`src/np_pkg.sv`:
```
// Shared constants for the next-permutation block.
package np_pkg;

    // Width of the active-count field on the input channel.
    localparam int COUNT_BITS = 4;

endpackage

```
`src/np_if.sv`:
```
// Valid/ready channel interfaces for the next-permutation block.
interface np_in_if
    import np_pkg::*;
#(
    parameter int N = 8,
    parameter int W = 4
);
    logic                      valid;
    logic                      ready;
    logic [COUNT_BITS-1:0]     count;
    logic [N-1:0][W-1:0]       in_elem;

    modport source (output valid, output count, output in_elem, input ready);
    modport sink   (input valid, input count, input in_elem, output ready);
endinterface

interface np_out_if #(
    parameter int N = 8,
    parameter int W = 4
);
    logic                      valid;
    logic                      ready;
    logic [N-1:0][W-1:0]       out_elem;

    modport source (output valid, output out_elem, input ready);
    modport sink   (input valid, input out_elem, output ready);
endinterface

```
`src/np_high_bit.sv`:
```
// Highest-set-bit finder used for pivot and swap-partner search.
module np_high_bit #(
    parameter int WIDTH    = 8,
    parameter int IDX_BITS = 3
) (
    input  logic [WIDTH-1:0]    i_bits,
    output logic [IDX_BITS-1:0] o_idx,
    output logic                o_found
);

    always_comb begin
        o_idx   = '0;
        o_found = 1'b0;
        for (int k = 0; k < WIDTH; k++) begin
            if (i_bits[k]) begin
                o_idx   = IDX_BITS'(k);
                o_found = 1'b1;
            end
        end
    end

endmodule

```
`src/next_permutation.sv`:
```
// Top level: five-stage pipeline producing the next lexicographic permutation.
//
//  channel  | dir | payload                          | item
//  ---------+-----+----------------------------------+----------------------------
//  i_in     | in  | count, in_elem[MAX_ELEMENTS]     | sequence plus active count
//  o_out    | out | out_elem[MAX_ELEMENTS]           | next permutation
//
//  Accepts one item per cycle unless a stalled output has filled all stages.
//  Stages: ascents, pivot search, swap-partner search, swap, suffix reversal.
//  Each stage holds its item while the next one is full and stalled; empty
//  stages keep filling, so bubbles collapse under a stalled output.
//  Reset (i_rst_n low at a clock edge) empties all stages; data regs keep junk.
module next_permutation
    import np_pkg::*;
#(
    parameter int MAX_ELEMENTS = 8,
    parameter int ELEMENT_BITS = 4
) (
    input  logic       i_clk,
    input  logic       i_rst_n,
    np_in_if.sink      i_in,
    np_out_if.source   o_out
);

    localparam int N      = MAX_ELEMENTS;
    localparam int EB     = ELEMENT_BITS;
    localparam int IW     = $clog2(N);        // position index
    localparam int CW     = $clog2(N + 1);    // holds a count up to N
    localparam int STAGES = 5;

    typedef logic [N-1:0][EB-1:0] t_seq;

    // ---------------------------------------------------------------
    // Stage control: valid per stage, ready ripples back from output.
    // ---------------------------------------------------------------
    logic [STAGES:1] r_vld;
    logic [STAGES:1] rdy;

    always_comb begin
        rdy[STAGES] = !r_vld[STAGES] || o_out.ready;
        for (int s = STAGES - 1; s >= 1; s--) begin
            rdy[s] = !r_vld[s] || rdy[s+1];
        end
    end

    assign i_in.ready  = rdy[1];
    assign o_out.valid = r_vld[STAGES];

    always_ff @(posedge i_clk) begin
        if (!i_rst_n) begin
            r_vld <= '0;
        end else begin
            if (rdy[1]) r_vld[1] <= i_in.valid;
            for (int s = 2; s <= STAGES; s++) begin
                if (rdy[s]) r_vld[s] <= r_vld[s-1];
            end
        end
    end

    // ---------------------------------------------------------------
    // Stage 1: saturate count, mark ascents a[k] < a[k+1] inside count.
    // ---------------------------------------------------------------
    logic [CW-1:0] n_s1_n;
    logic [N-2:0]  n_s1_asc;
    t_seq          r_s1_v;
    logic [CW-1:0] r_s1_n;
    logic [N-2:0]  r_s1_asc;

    always_comb begin
        if (i_in.count > COUNT_BITS'(N)) begin
            n_s1_n = CW'(N);
        end else begin
            n_s1_n = i_in.count[CW-1:0];
        end
        for (int k = 0; k < N - 1; k++) begin
            n_s1_asc[k] = (CW'(k + 1) < n_s1_n) && (i_in.in_elem[k] < i_in.in_elem[k+1]);
        end
    end

    always_ff @(posedge i_clk) begin
        if (rdy[1]) begin
            r_s1_v   <= i_in.in_elem;
            r_s1_n   <= n_s1_n;
            r_s1_asc <= n_s1_asc;
        end
    end

    // ---------------------------------------------------------------
    // Stage 2: pivot = rightmost ascent; fetch its value.
    // ---------------------------------------------------------------
    logic [IW-1:0] n_s2_p;
    logic          n_s2_has;
    t_seq          r_s2_v;
    logic [CW-1:0] r_s2_n;
    logic [IW-1:0] r_s2_p;
    logic          r_s2_has;
    logic [EB-1:0] r_s2_pv;

    np_high_bit #(
        .WIDTH    (N - 1),
        .IDX_BITS (IW)
    ) u_pivot (
        .i_bits  (r_s1_asc),
        .o_idx   (n_s2_p),
        .o_found (n_s2_has)
    );

    always_ff @(posedge i_clk) begin
        if (rdy[2]) begin
            r_s2_v   <= r_s1_v;
            r_s2_n   <= r_s1_n;
            r_s2_p   <= n_s2_p;
            r_s2_has <= n_s2_has;
            r_s2_pv  <= r_s1_v[n_s2_p];
        end
    end

    // ---------------------------------------------------------------
    // Stage 3: swap partner. The suffix past the pivot is non-increasing,
    // so the rightmost larger value is also the smallest larger one.
    // ---------------------------------------------------------------
    logic [N-1:0]  n_s3_gt;
    logic [IW-1:0] n_s3_pick;
    logic          n_s3_found;
    t_seq          r_s3_v;
    logic [CW-1:0] r_s3_n;
    logic [IW-1:0] r_s3_p;
    logic          r_s3_has;
    logic [IW-1:0] r_s3_pick;

    always_comb begin
        for (int j = 0; j < N; j++) begin
            n_s3_gt[j] = (IW'(j) > r_s2_p) && (CW'(j) < r_s2_n) && (r_s2_v[j] > r_s2_pv);
        end
    end

    np_high_bit #(
        .WIDTH    (N),
        .IDX_BITS (IW)
    ) u_pick (
        .i_bits  (n_s3_gt),
        .o_idx   (n_s3_pick),
        .o_found (n_s3_found)
    );

    always_ff @(posedge i_clk) begin
        if (rdy[3]) begin
            r_s3_v    <= r_s2_v;
            r_s3_n    <= r_s2_n;
            r_s3_p    <= r_s2_p;
            r_s3_has  <= r_s2_has && n_s3_found;
            r_s3_pick <= n_s3_pick;
        end
    end

    // ---------------------------------------------------------------
    // Stage 4: swap; set the reversal span [lo, n) and its mirror sum.
    // No pivot means the whole active part is reversed.
    // ---------------------------------------------------------------
    t_seq          n_s4_w;
    logic [CW-1:0] n_s4_lo;
    logic [CW:0]   n_s4_ms;
    t_seq          r_s4_w;
    logic [CW-1:0] r_s4_lo;
    logic [CW-1:0] r_s4_n;
    logic [CW:0]   r_s4_ms;

    always_comb begin
        n_s4_w = r_s3_v;
        if (r_s3_has) begin
            n_s4_w[r_s3_p]    = r_s3_v[r_s3_pick];
            n_s4_w[r_s3_pick] = r_s3_v[r_s3_p];
            n_s4_lo           = CW'(r_s3_p) + CW'(1);
        end else begin
            n_s4_lo = '0;
        end
        // wraps for an empty span; positions are masked in that case
        n_s4_ms = {1'b0, n_s4_lo} + {1'b0, r_s3_n} - (CW+1)'(1);
    end

    always_ff @(posedge i_clk) begin
        if (rdy[4]) begin
            r_s4_w  <= n_s4_w;
            r_s4_lo <= n_s4_lo;
            r_s4_n  <= r_s3_n;
            r_s4_ms <= n_s4_ms;
        end
    end

    // ---------------------------------------------------------------
    // Stage 5: reverse the span; everything else passes through.
    // ---------------------------------------------------------------
    logic [N-1:0][CW:0] n_s5_mir;
    t_seq               n_s5_out;
    t_seq               r_s5_out;

    always_comb begin
        for (int k = 0; k < N; k++) begin
            n_s5_mir[k] = r_s4_ms - (CW+1)'(k);
            if ((CW'(k) >= r_s4_lo) && (CW'(k) < r_s4_n)) begin
                n_s5_out[k] = r_s4_w[n_s5_mir[k][IW-1:0]];
            end else begin
                n_s5_out[k] = r_s4_w[k];
            end
        end
    end

    always_ff @(posedge i_clk) begin
        if (rdy[5]) begin
            r_s5_out <= n_s5_out;
        end
    end

    assign o_out.out_elem = r_s5_out;

`ifndef NO_ASSERTIONS
    // partner lies strictly right of the pivot
    a_pick_right: assert property (@(posedge i_clk) disable iff (!i_rst_n)
        (r_vld[3] && r_s3_has) |-> (r_s3_pick > r_s3_p))
        else $error("swap partner not right of pivot");

    // saturated count never exceeds the element count
    a_count_sat: assert property (@(posedge i_clk) disable iff (!i_rst_n)
        r_vld[1] |-> (r_s1_n <= CW'(N)))
        else $error("active count above MAX_ELEMENTS");

    // a stalled stage keeps its item
    a_s2_hold: assert property (@(posedge i_clk) disable iff (!i_rst_n)
        (r_vld[2] && !rdy[3]) |=> (r_vld[2] && $stable(r_s2_p) && $stable(r_s2_pv)))
        else $error("stage 2 item lost under stall");

    // an empty first stage always takes an item
    a_fill: assert property (@(posedge i_clk) disable iff (!i_rst_n)
        !r_vld[1] |-> i_in.ready)
        else $error("input blocked while first stage empty");

    // output stage loaded only from a valid stage 4
    a_out_src: assert property (@(posedge i_clk) disable iff (!i_rst_n)
        (!r_vld[4] && rdy[5]) |=> !r_vld[5])
        else $error("output valid without source item");
`endif

endmodule

```
`src/flat_wrapper.sv`:
```
// flat-port wrapper written by rule: the top's interface ports become plain ports
module next_permutation_flat import np_pkg::*;
#(
    parameter int MAX_ELEMENTS = 8,
    parameter int ELEMENT_BITS = 4
)
  (i_clk, i_rst_n, i_in_valid, i_in_count, i_in_in_elem, i_in_ready, o_out_valid, o_out_out_elem, o_out_ready);
  np_in_if #(.N((8)), .W((4))) i_in_i ();
  np_out_if #(.N((8)), .W((4))) o_out_i ();
  input  logic i_clk;
  input  logic i_rst_n;
  input wire logic [$bits(i_in_i.valid)-1:0] i_in_valid;
  input wire logic [$bits(i_in_i.count)-1:0] i_in_count;
  input wire logic [$bits(i_in_i.in_elem)-1:0] i_in_in_elem;
  output wire logic [$bits(i_in_i.ready)-1:0] i_in_ready;
  output wire logic [$bits(o_out_i.valid)-1:0] o_out_valid;
  output wire logic [$bits(o_out_i.out_elem)-1:0] o_out_out_elem;
  input wire logic [$bits(o_out_i.ready)-1:0] o_out_ready;
  assign i_in_i.valid = i_in_valid;
  assign i_in_i.count = i_in_count;
  assign i_in_i.in_elem = i_in_in_elem;
  assign i_in_ready = i_in_i.ready;
  assign o_out_valid = o_out_i.valid;
  assign o_out_out_elem = o_out_i.out_elem;
  assign o_out_i.ready = o_out_ready;
  next_permutation #(.MAX_ELEMENTS(MAX_ELEMENTS), .ELEMENT_BITS(ELEMENT_BITS)) u_core (.i_clk(i_clk), .i_rst_n(i_rst_n), .i_in(i_in_i), .o_out(o_out_i));
endmodule
```
`config.mk`:
```
export PLATFORM = sky130hd
export DESIGN_NAME = next_permutation_flat
export DESIGN_NICKNAME = d
export VERILOG_FILES = /design/src/np_pkg.sv /design/src/np_if.sv /design/src/np_high_bit.sv /design/src/next_permutation.sv /design/src/flat_wrapper.sv
export SDC_FILE = /design/constraint.sdc
export NUM_CORES = 1
export LEC_CHECK = 0
export BUFFER_PORTS_ARGS = -buffer_cell sky130_fd_sc_hd__buf_2
export CORE_ASPECT_RATIO = 0.8
export CORE_MARGIN = 8
export CORE_UTILIZATION = 43
export CTS_BUF_LIST = sky130_fd_sc_hd__clkbuf_4 sky130_fd_sc_hd__clkbuf_8
export DETAILED_ROUTE_END_ITERATION = 10
export SYNTH_ARGS = -nofsm -noshare
export SYNTH_HDL_FRONTEND = slang
export SYNTH_SLANG_ARGS = --single-unit
```
`constraint.sdc`:
```
create_clock -name i_clk -period 4.1 [get_ports i_clk]
set_input_delay 0.205 -clock i_clk [delete_from_list [all_inputs] [get_ports i_clk]]
set_output_delay 0.205 -clock i_clk [all_outputs]
set_load 0.05 [all_outputs]
```
* Word level (Yosys, flattened, before mapping)
Cells that the tools add are included.
** Storage, ports and cells
- Register bits :: 210
- Input bits :: 40
** Operators by class
- $add $sub $neg :: 10
- $lt $le $gt $ge :: 68
- Mux-type cells :: 60
- Reductions and logical operators :: 47
** Operators by type and width (count)
- $bmux 4 s3 :: 11
- $mux 4 :: 23
- $bwmux 32 :: 2
- $lt 3x4->1 const A :: 12
- $lt 3x4->1 const B :: 11
- $logic_and 1x1->1 :: 34
- $gt 4x4->1 :: 8
- $mux 32 :: 1
- $lt 4x4->1 :: 7
- $demux 4 s3 :: 2
- $lt 2x4->1 const A :: 6
- $mux 3 :: 7
- $lt 1x4->1 const A :: 5
- $ge 3x4->1 const A :: 4
- $gt 3x3->1 const A :: 4
- $mux 1 :: 12
- $sub 3x3->3 const B :: 4
- $ge 1x4->1 const A :: 2
- $ge 2x4->1 const A :: 2
- $ge 3x1->1 const B :: 2
- $gt 1x3->1 const A :: 2
- $gt 2x3->1 const A :: 2
- $reduce_or 6->1 :: 1
- $sub 3x1->3 const B :: 2
- other kinds (9) :: 19

* Depth between registers and ports, before layout
- Depth in word-level cells :: 12
- Gate-level depth with buffers :: 9
- Mapped depth without buffers :: 8

* By module
From an unflattened synthesis, not the netlist that was laid out.
** Unflattened totals
- Cells, all modules :: 840
- Area, all modules :: 11115.7 um^2
** By module, submodules not included
- next_permutation :: instances 1, cells each 819, area an instance 10999.3 um^2, sequential area each 6256.0 um^2
- np_high_bit at u_core.u_pivot :: instances 1, cells each 9, area an instance 58.8 um^2, sequential area each 0.0 um^2
- np_high_bit at u_core.u_pick :: instances 1, cells each 12, area an instance 57.6 um^2, sequential area each 0.0 um^2

* Worst setup path before layout
Ideal clock, no wire load.
- Path type :: reg-to-reg
- Start :: reg u_core.r_vld[5] in the netlist's numbering
- End :: reg u_core.r_s1_asc[0], enable pin
- Arrival time :: 2.530 ns
- Data required time :: 3.290 ns
- Setup slack :: 0.760 ns
- Cell stages (with the launch flop) :: 4
- Clock period less this slack :: 3.340 ns
- Path through :: dfxtp_1 > nor2b_1 > and3_1 > nand3_1
** On the way
- Word-level cells in the longest chain between the ends :: 6
** Ends and longest elaborated chain
- from (decl) :: RTL line next_permutation.sv:36 : logic [STAGES:1] r_vld;
- from (signal, indexed assignment) :: RTL line next_permutation.sv:55 : if (rdy[s]) r_vld[s] <= r_vld[s-1];
- $logic_not 1->1 :: RTL line next_permutation.sv:40 : rdy[STAGES] = !r_vld[STAGES] || o_out.ready;
- $logic_or 1x1->1 :: RTL line next_permutation.sv:40
- $logic_or 1x1->1 (4 in a row) :: RTL line next_permutation.sv:42 : rdy[s] = !r_vld[s] || rdy[s+1];
- named net i_in_ready :: RTL line flat_wrapper.sv:15 : output wire logic [$bits(i_in_i.ready)-1:0] i_in_ready;
- to (signal assigned) :: RTL line next_permutation.sv:84 : r_s1_asc <= n_s1_asc;
- to (decl) :: RTL line next_permutation.sv:67 : logic [N-2:0] r_s1_asc;
The timed path passes the listed nets, and every way through them passes these cells.
A chain may end at the register's enable or synchronous reset.

* Worst setup path after layout
- Start :: reg u_core.r_vld[5] in the netlist's numbering
- End :: out i_in_ready
** On the way
- Word-level cells in the longest chain between the ends :: 6
** Ends and longest elaborated chain (RTL line)
- $logic_not 1->1 :: next_permutation.sv:40
- $logic_or 1x1->1 :: next_permutation.sv:40
- $logic_or 1x1->1 (4 in a row) :: next_permutation.sv:42
- to (decl) :: flat_wrapper.sv:15
Every way passes these cells.

==> results.md <==
- Result of the run: completed
- Count of routing violations after the opening detailed-route iteration: 717
- Tot GR Track Use: 17.3%
- Starting Density: 43.6%
- Maximum vdd drop: just over 0.3 mV
- Leading cell types by total area after synthesis: sky130_fd_sc_hd__edfxtp_1 (56%), sky130_fd_sc_hd__ha_1 (6.3%), sky130_fd_sc_hd__mux4_2 (5.7%)
- H-tree levels: 2
- Clock period minus worst slack: 2710 ps
- Arrival @ worst endpoint: around 2500 ps
- Layout fillers: 2169
- Detailed-router iteration count before antenna repair: 5
- Setup repair after global routing missed its margin: no
- Overall die width: 195 um
- Max Fclk: 369 MHz
- CP required: 3890 ps
- Post-synthesis register bit count: 210
- Antenna fix cells: 0
- Vias in the first global route: 7479
- Number of remaining DRC errors: 0
- Remaining global-route overflow: 0
- Reg2reg setup slack: 1500 ps
- Synth area leader: sky130_fd_sc_hd__edfxtp_1
- Final period utilization: 66.1%
- Initial antenna violation count: 0
- Cell area after synthesis: 11000 um2
- Post-synth net total: 946
- Fraction of final layout cells with drive strength greater than 1: 19.0%
- Power density over the cells: ~700 nW/um2
- CTS buffer count: 36
- Area of the placeable core: around 25000 um2
- Root Driver: sky130_fd_sc_hd__clkbuf_8
- Buffers on Ports: 73
- Setup TNS: 0 ps
- Die area: 30900 um2
- Max-capacitance violation count: 0
- Max Transition Viols Final: 0
- Sink Count: 210
- Crit end category: primary output
- Endpoints failing hold: 0
- Worst Path Class, Setup: reg2out
- Highest fanout seen on the critical path: 31
- Worst slew margin relative to its limit: 18.3%
- Largest net degree at the start of global routing: 45
- Wire length of the first global-routing pass: 42.2 mm
- Number of synthesis warnings: 0
- Post-synth ARST share: 0%
- Final antenna-violating net count: 0
- Total routed wirelength: 27.1 mm
- Reg clk slew, reported paths: 50 ps
- Synth cell count leaders: sky130_fd_sc_hd__edfxtp_1 (205), sky130_fd_sc_hd__nand2_1 (82), sky130_fd_sc_hd__inv_1 (58)
- Most used flip-flop cell after synthesis: sky130_fd_sc_hd__edfxtp_1
- Insertion delay of the later-clocked pin in the worst-skew pair: 530 ps
- Post-synthesis cell count: 851
- P_leak: 5.19 nW
- Min-Delay Path Class: in2reg
- TritonCTS clock tree: yes
- Net count reported at finish: 1074
- Detailed-placement wirelength estimate: 20.3 mm
- Floorplan die height: about 160 um
- Final instance count without filler cells: 1327
- Avg Inst Size Synth: 12.9 um2
- Most common cell in the synthesized netlist: sky130_fd_sc_hd__edfxtp_1
- EDFF count, synth: 205
- Sequential area share after synthesis: 57.0%
- Number of instances in the placed design: 1229
- Signed area change from the synthesized netlist to the final layout: 16.1%
- Boundary Pins: between 70 and 80
- Final setup violation count: 0
- Worst slew pin tran: 1220 ps
- Kind of launch point of the worst setup path: register
- CTS-repair resized insts: 0
- Routed via count: 7493
- Row count: 52
- Routability congestion estimate: 0.940
- Netlist cell types: 60
- Clock Path Buffers: 3
- Area share of the leading cell type in the synthesized netlist: between 50% and 60%
- Clock skew after layout: 17.3 ps
- Worst hold margin: roughly 56 ps
- Core utilization of the finished layout: 50.6%
- Average detailed-routed wire length per instance: 20.4 um
- Vias/cell: between 5 and 6
## routing by layer
| metal | track usage [%] | wire length, um | part of all wire (%) | vias up |
|---|---|---|---|---|
| li1 | - | - | - | 3592 |
| met1 | 22.6 | 12000 | 44 | 3517 |
| met2 | 27.2 | 12000 | 44 | 317 |
| met3 | 4.80 | 2340 | 8.6 | 67 |
| met4 | 6.07 | 791 | 2.9 | 0 |
| met5 | 0 | 0 | 0 | - |
## kinds of logic (layout without fill, tap and decap cells)
family / count (synthesis) / after routing / synth area share (%)
flops: 210 / 210 / 57.0
compound gates: 199 / 199 / 12.7
simple gates: 198 / 198 / 8.37
mux: 90 / 90 / 11.6
buf+inv: 90 / 242 / 3.31
fa+ha+maj: 55 / 55 / 6.27
xor+xnor: 9 / 9 / 0.719
## where the power goes
| group | internal [mW] | switching, mW |
|---|---|---|
| clock network | 0.947 | 0.809 |
| logic | 1.46 | 2.13 |
| registers | 2.92 | 0.518 |
## registers in the layout (all words and copies together) (netlist names)
register / count
u_core.r_s3_pick: 3
u_core.o_out.out_elem: 32
u_core.r_s1_asc: 7
u_core.r_s4_lo: 4
u_core.r_s4_n: 4
u_core.r_s2_v: 32
u_core.r_s1_n: 4
u_core.r_s4_w: 32
u_core.r_vld: 5
u_core.r_s2_pv: 4
u_core.r_s3_p: 3
u_core.r_s4_ms: 3
u_core.r_s3_n: 4
u_core.r_s3_has: 1
u_core.r_s3_v: 32
u_core.r_s2_n: 4
u_core.r_s1_v: 32
u_core.r_s2_p: 3
u_core.r_s2_has: 1
## metrics by stage
stage / power [mW] / setup WS, ps / cell area, um2
5_1_grt: 9.31 / 1130 / 12700
6_report: 8.79 / 1390 / 12700
2_1_floorplan: 6.06 / 760 / 11000
3_5_place_dp: 7.01 / 1560 / 11700
4_1_cts: 8.84 / 1310 / 12700
3_3_place_gp: 7.00 / 1610 / 11700
## path summary, 6_finish.rpt
path                                 from                           end  cells after the start
max          u_core.r_vld[5]$_SDFFE_PN0P_                    i_in_ready                      4
min                           o_out_ready  u_core.r_vld[5]$_SDFFE_PN0P_                      3
max reg2reg    u_core.r_s3_p[1]$_DFFE_PP_   u_core.r_s4_w[27]$_DFFE_PP_                      5
min reg2reg    u_core.r_s2_v[3]$_DFFE_PP_    u_core.r_s3_v[3]$_DFFE_PP_                      0
## worst max-delay path, cell delays in order, from the launching register on
cell and delay (ps):
sky130_fd_sc_hd__dfxtp_1 310, sky130_fd_sc_hd__nor2b_1 290, sky130_fd_sc_hd__and3_1 330, sky130_fd_sc_hd__nand3_2 590, sky130_fd_sc_hd__buf_2 450
## cells in the final DEF (no fill, tap or decap), types with 6 or more instances in the layout
master,instances
sky130_fd_sc_hd__dlygate4sd3_1,36
sky130_fd_sc_hd__mux4_2,28
sky130_fd_sc_hd__a21o_1,16
sky130_fd_sc_hd__a221oi_1,11
sky130_fd_sc_hd__edfxtp_1,205
sky130_fd_sc_hd__nand2b_1,11
sky130_fd_sc_hd__a211oi_1,11
sky130_fd_sc_hd__o211ai_1,6
sky130_fd_sc_hd__nor2_1,43
sky130_fd_sc_hd__inv_1,58
sky130_fd_sc_hd__clkbuf_4,11
sky130_fd_sc_hd__a31oi_1,11
sky130_fd_sc_hd__ha_1,55
sky130_fd_sc_hd__o221ai_1,29
sky130_fd_sc_hd__o22ai_1,9
sky130_fd_sc_hd__nor2b_1,16
sky130_fd_sc_hd__a21oi_1,34
sky130_fd_sc_hd__o21ai_0,35
sky130_fd_sc_hd__nand4_1,6
sky130_fd_sc_hd__clkbuf_8,37
sky130_fd_sc_hd__nor3_1,11
sky130_fd_sc_hd__buf_4,12
sky130_fd_sc_hd__clkinv_1,9
sky130_fd_sc_hd__mux2_2,19
sky130_fd_sc_hd__nand2_1,81
sky130_fd_sc_hd__mux2i_1,43
sky130_fd_sc_hd__buf_2,73
## area by class of cell
class	instances	area, um2	share of cell area (%)
Tap cell	324	405	3.18
Clock inverter	14	82.6	0.649
Timing Repair Buffer	121	816	6.41
Sequential cell	210	6260	49.1
Inverter	59	221	1.74
Clock buffer	48	592	4.65
Multi-Input combinational cell	551	4360	34.2
## what timing repair did
item                                   4_1_cts  5_1_grt
hold buffers                                36        0
setup buffers                                0        0
endpoints found under the hold margin       38        0
Note: power is estimated with default switching activity, not from simulation.
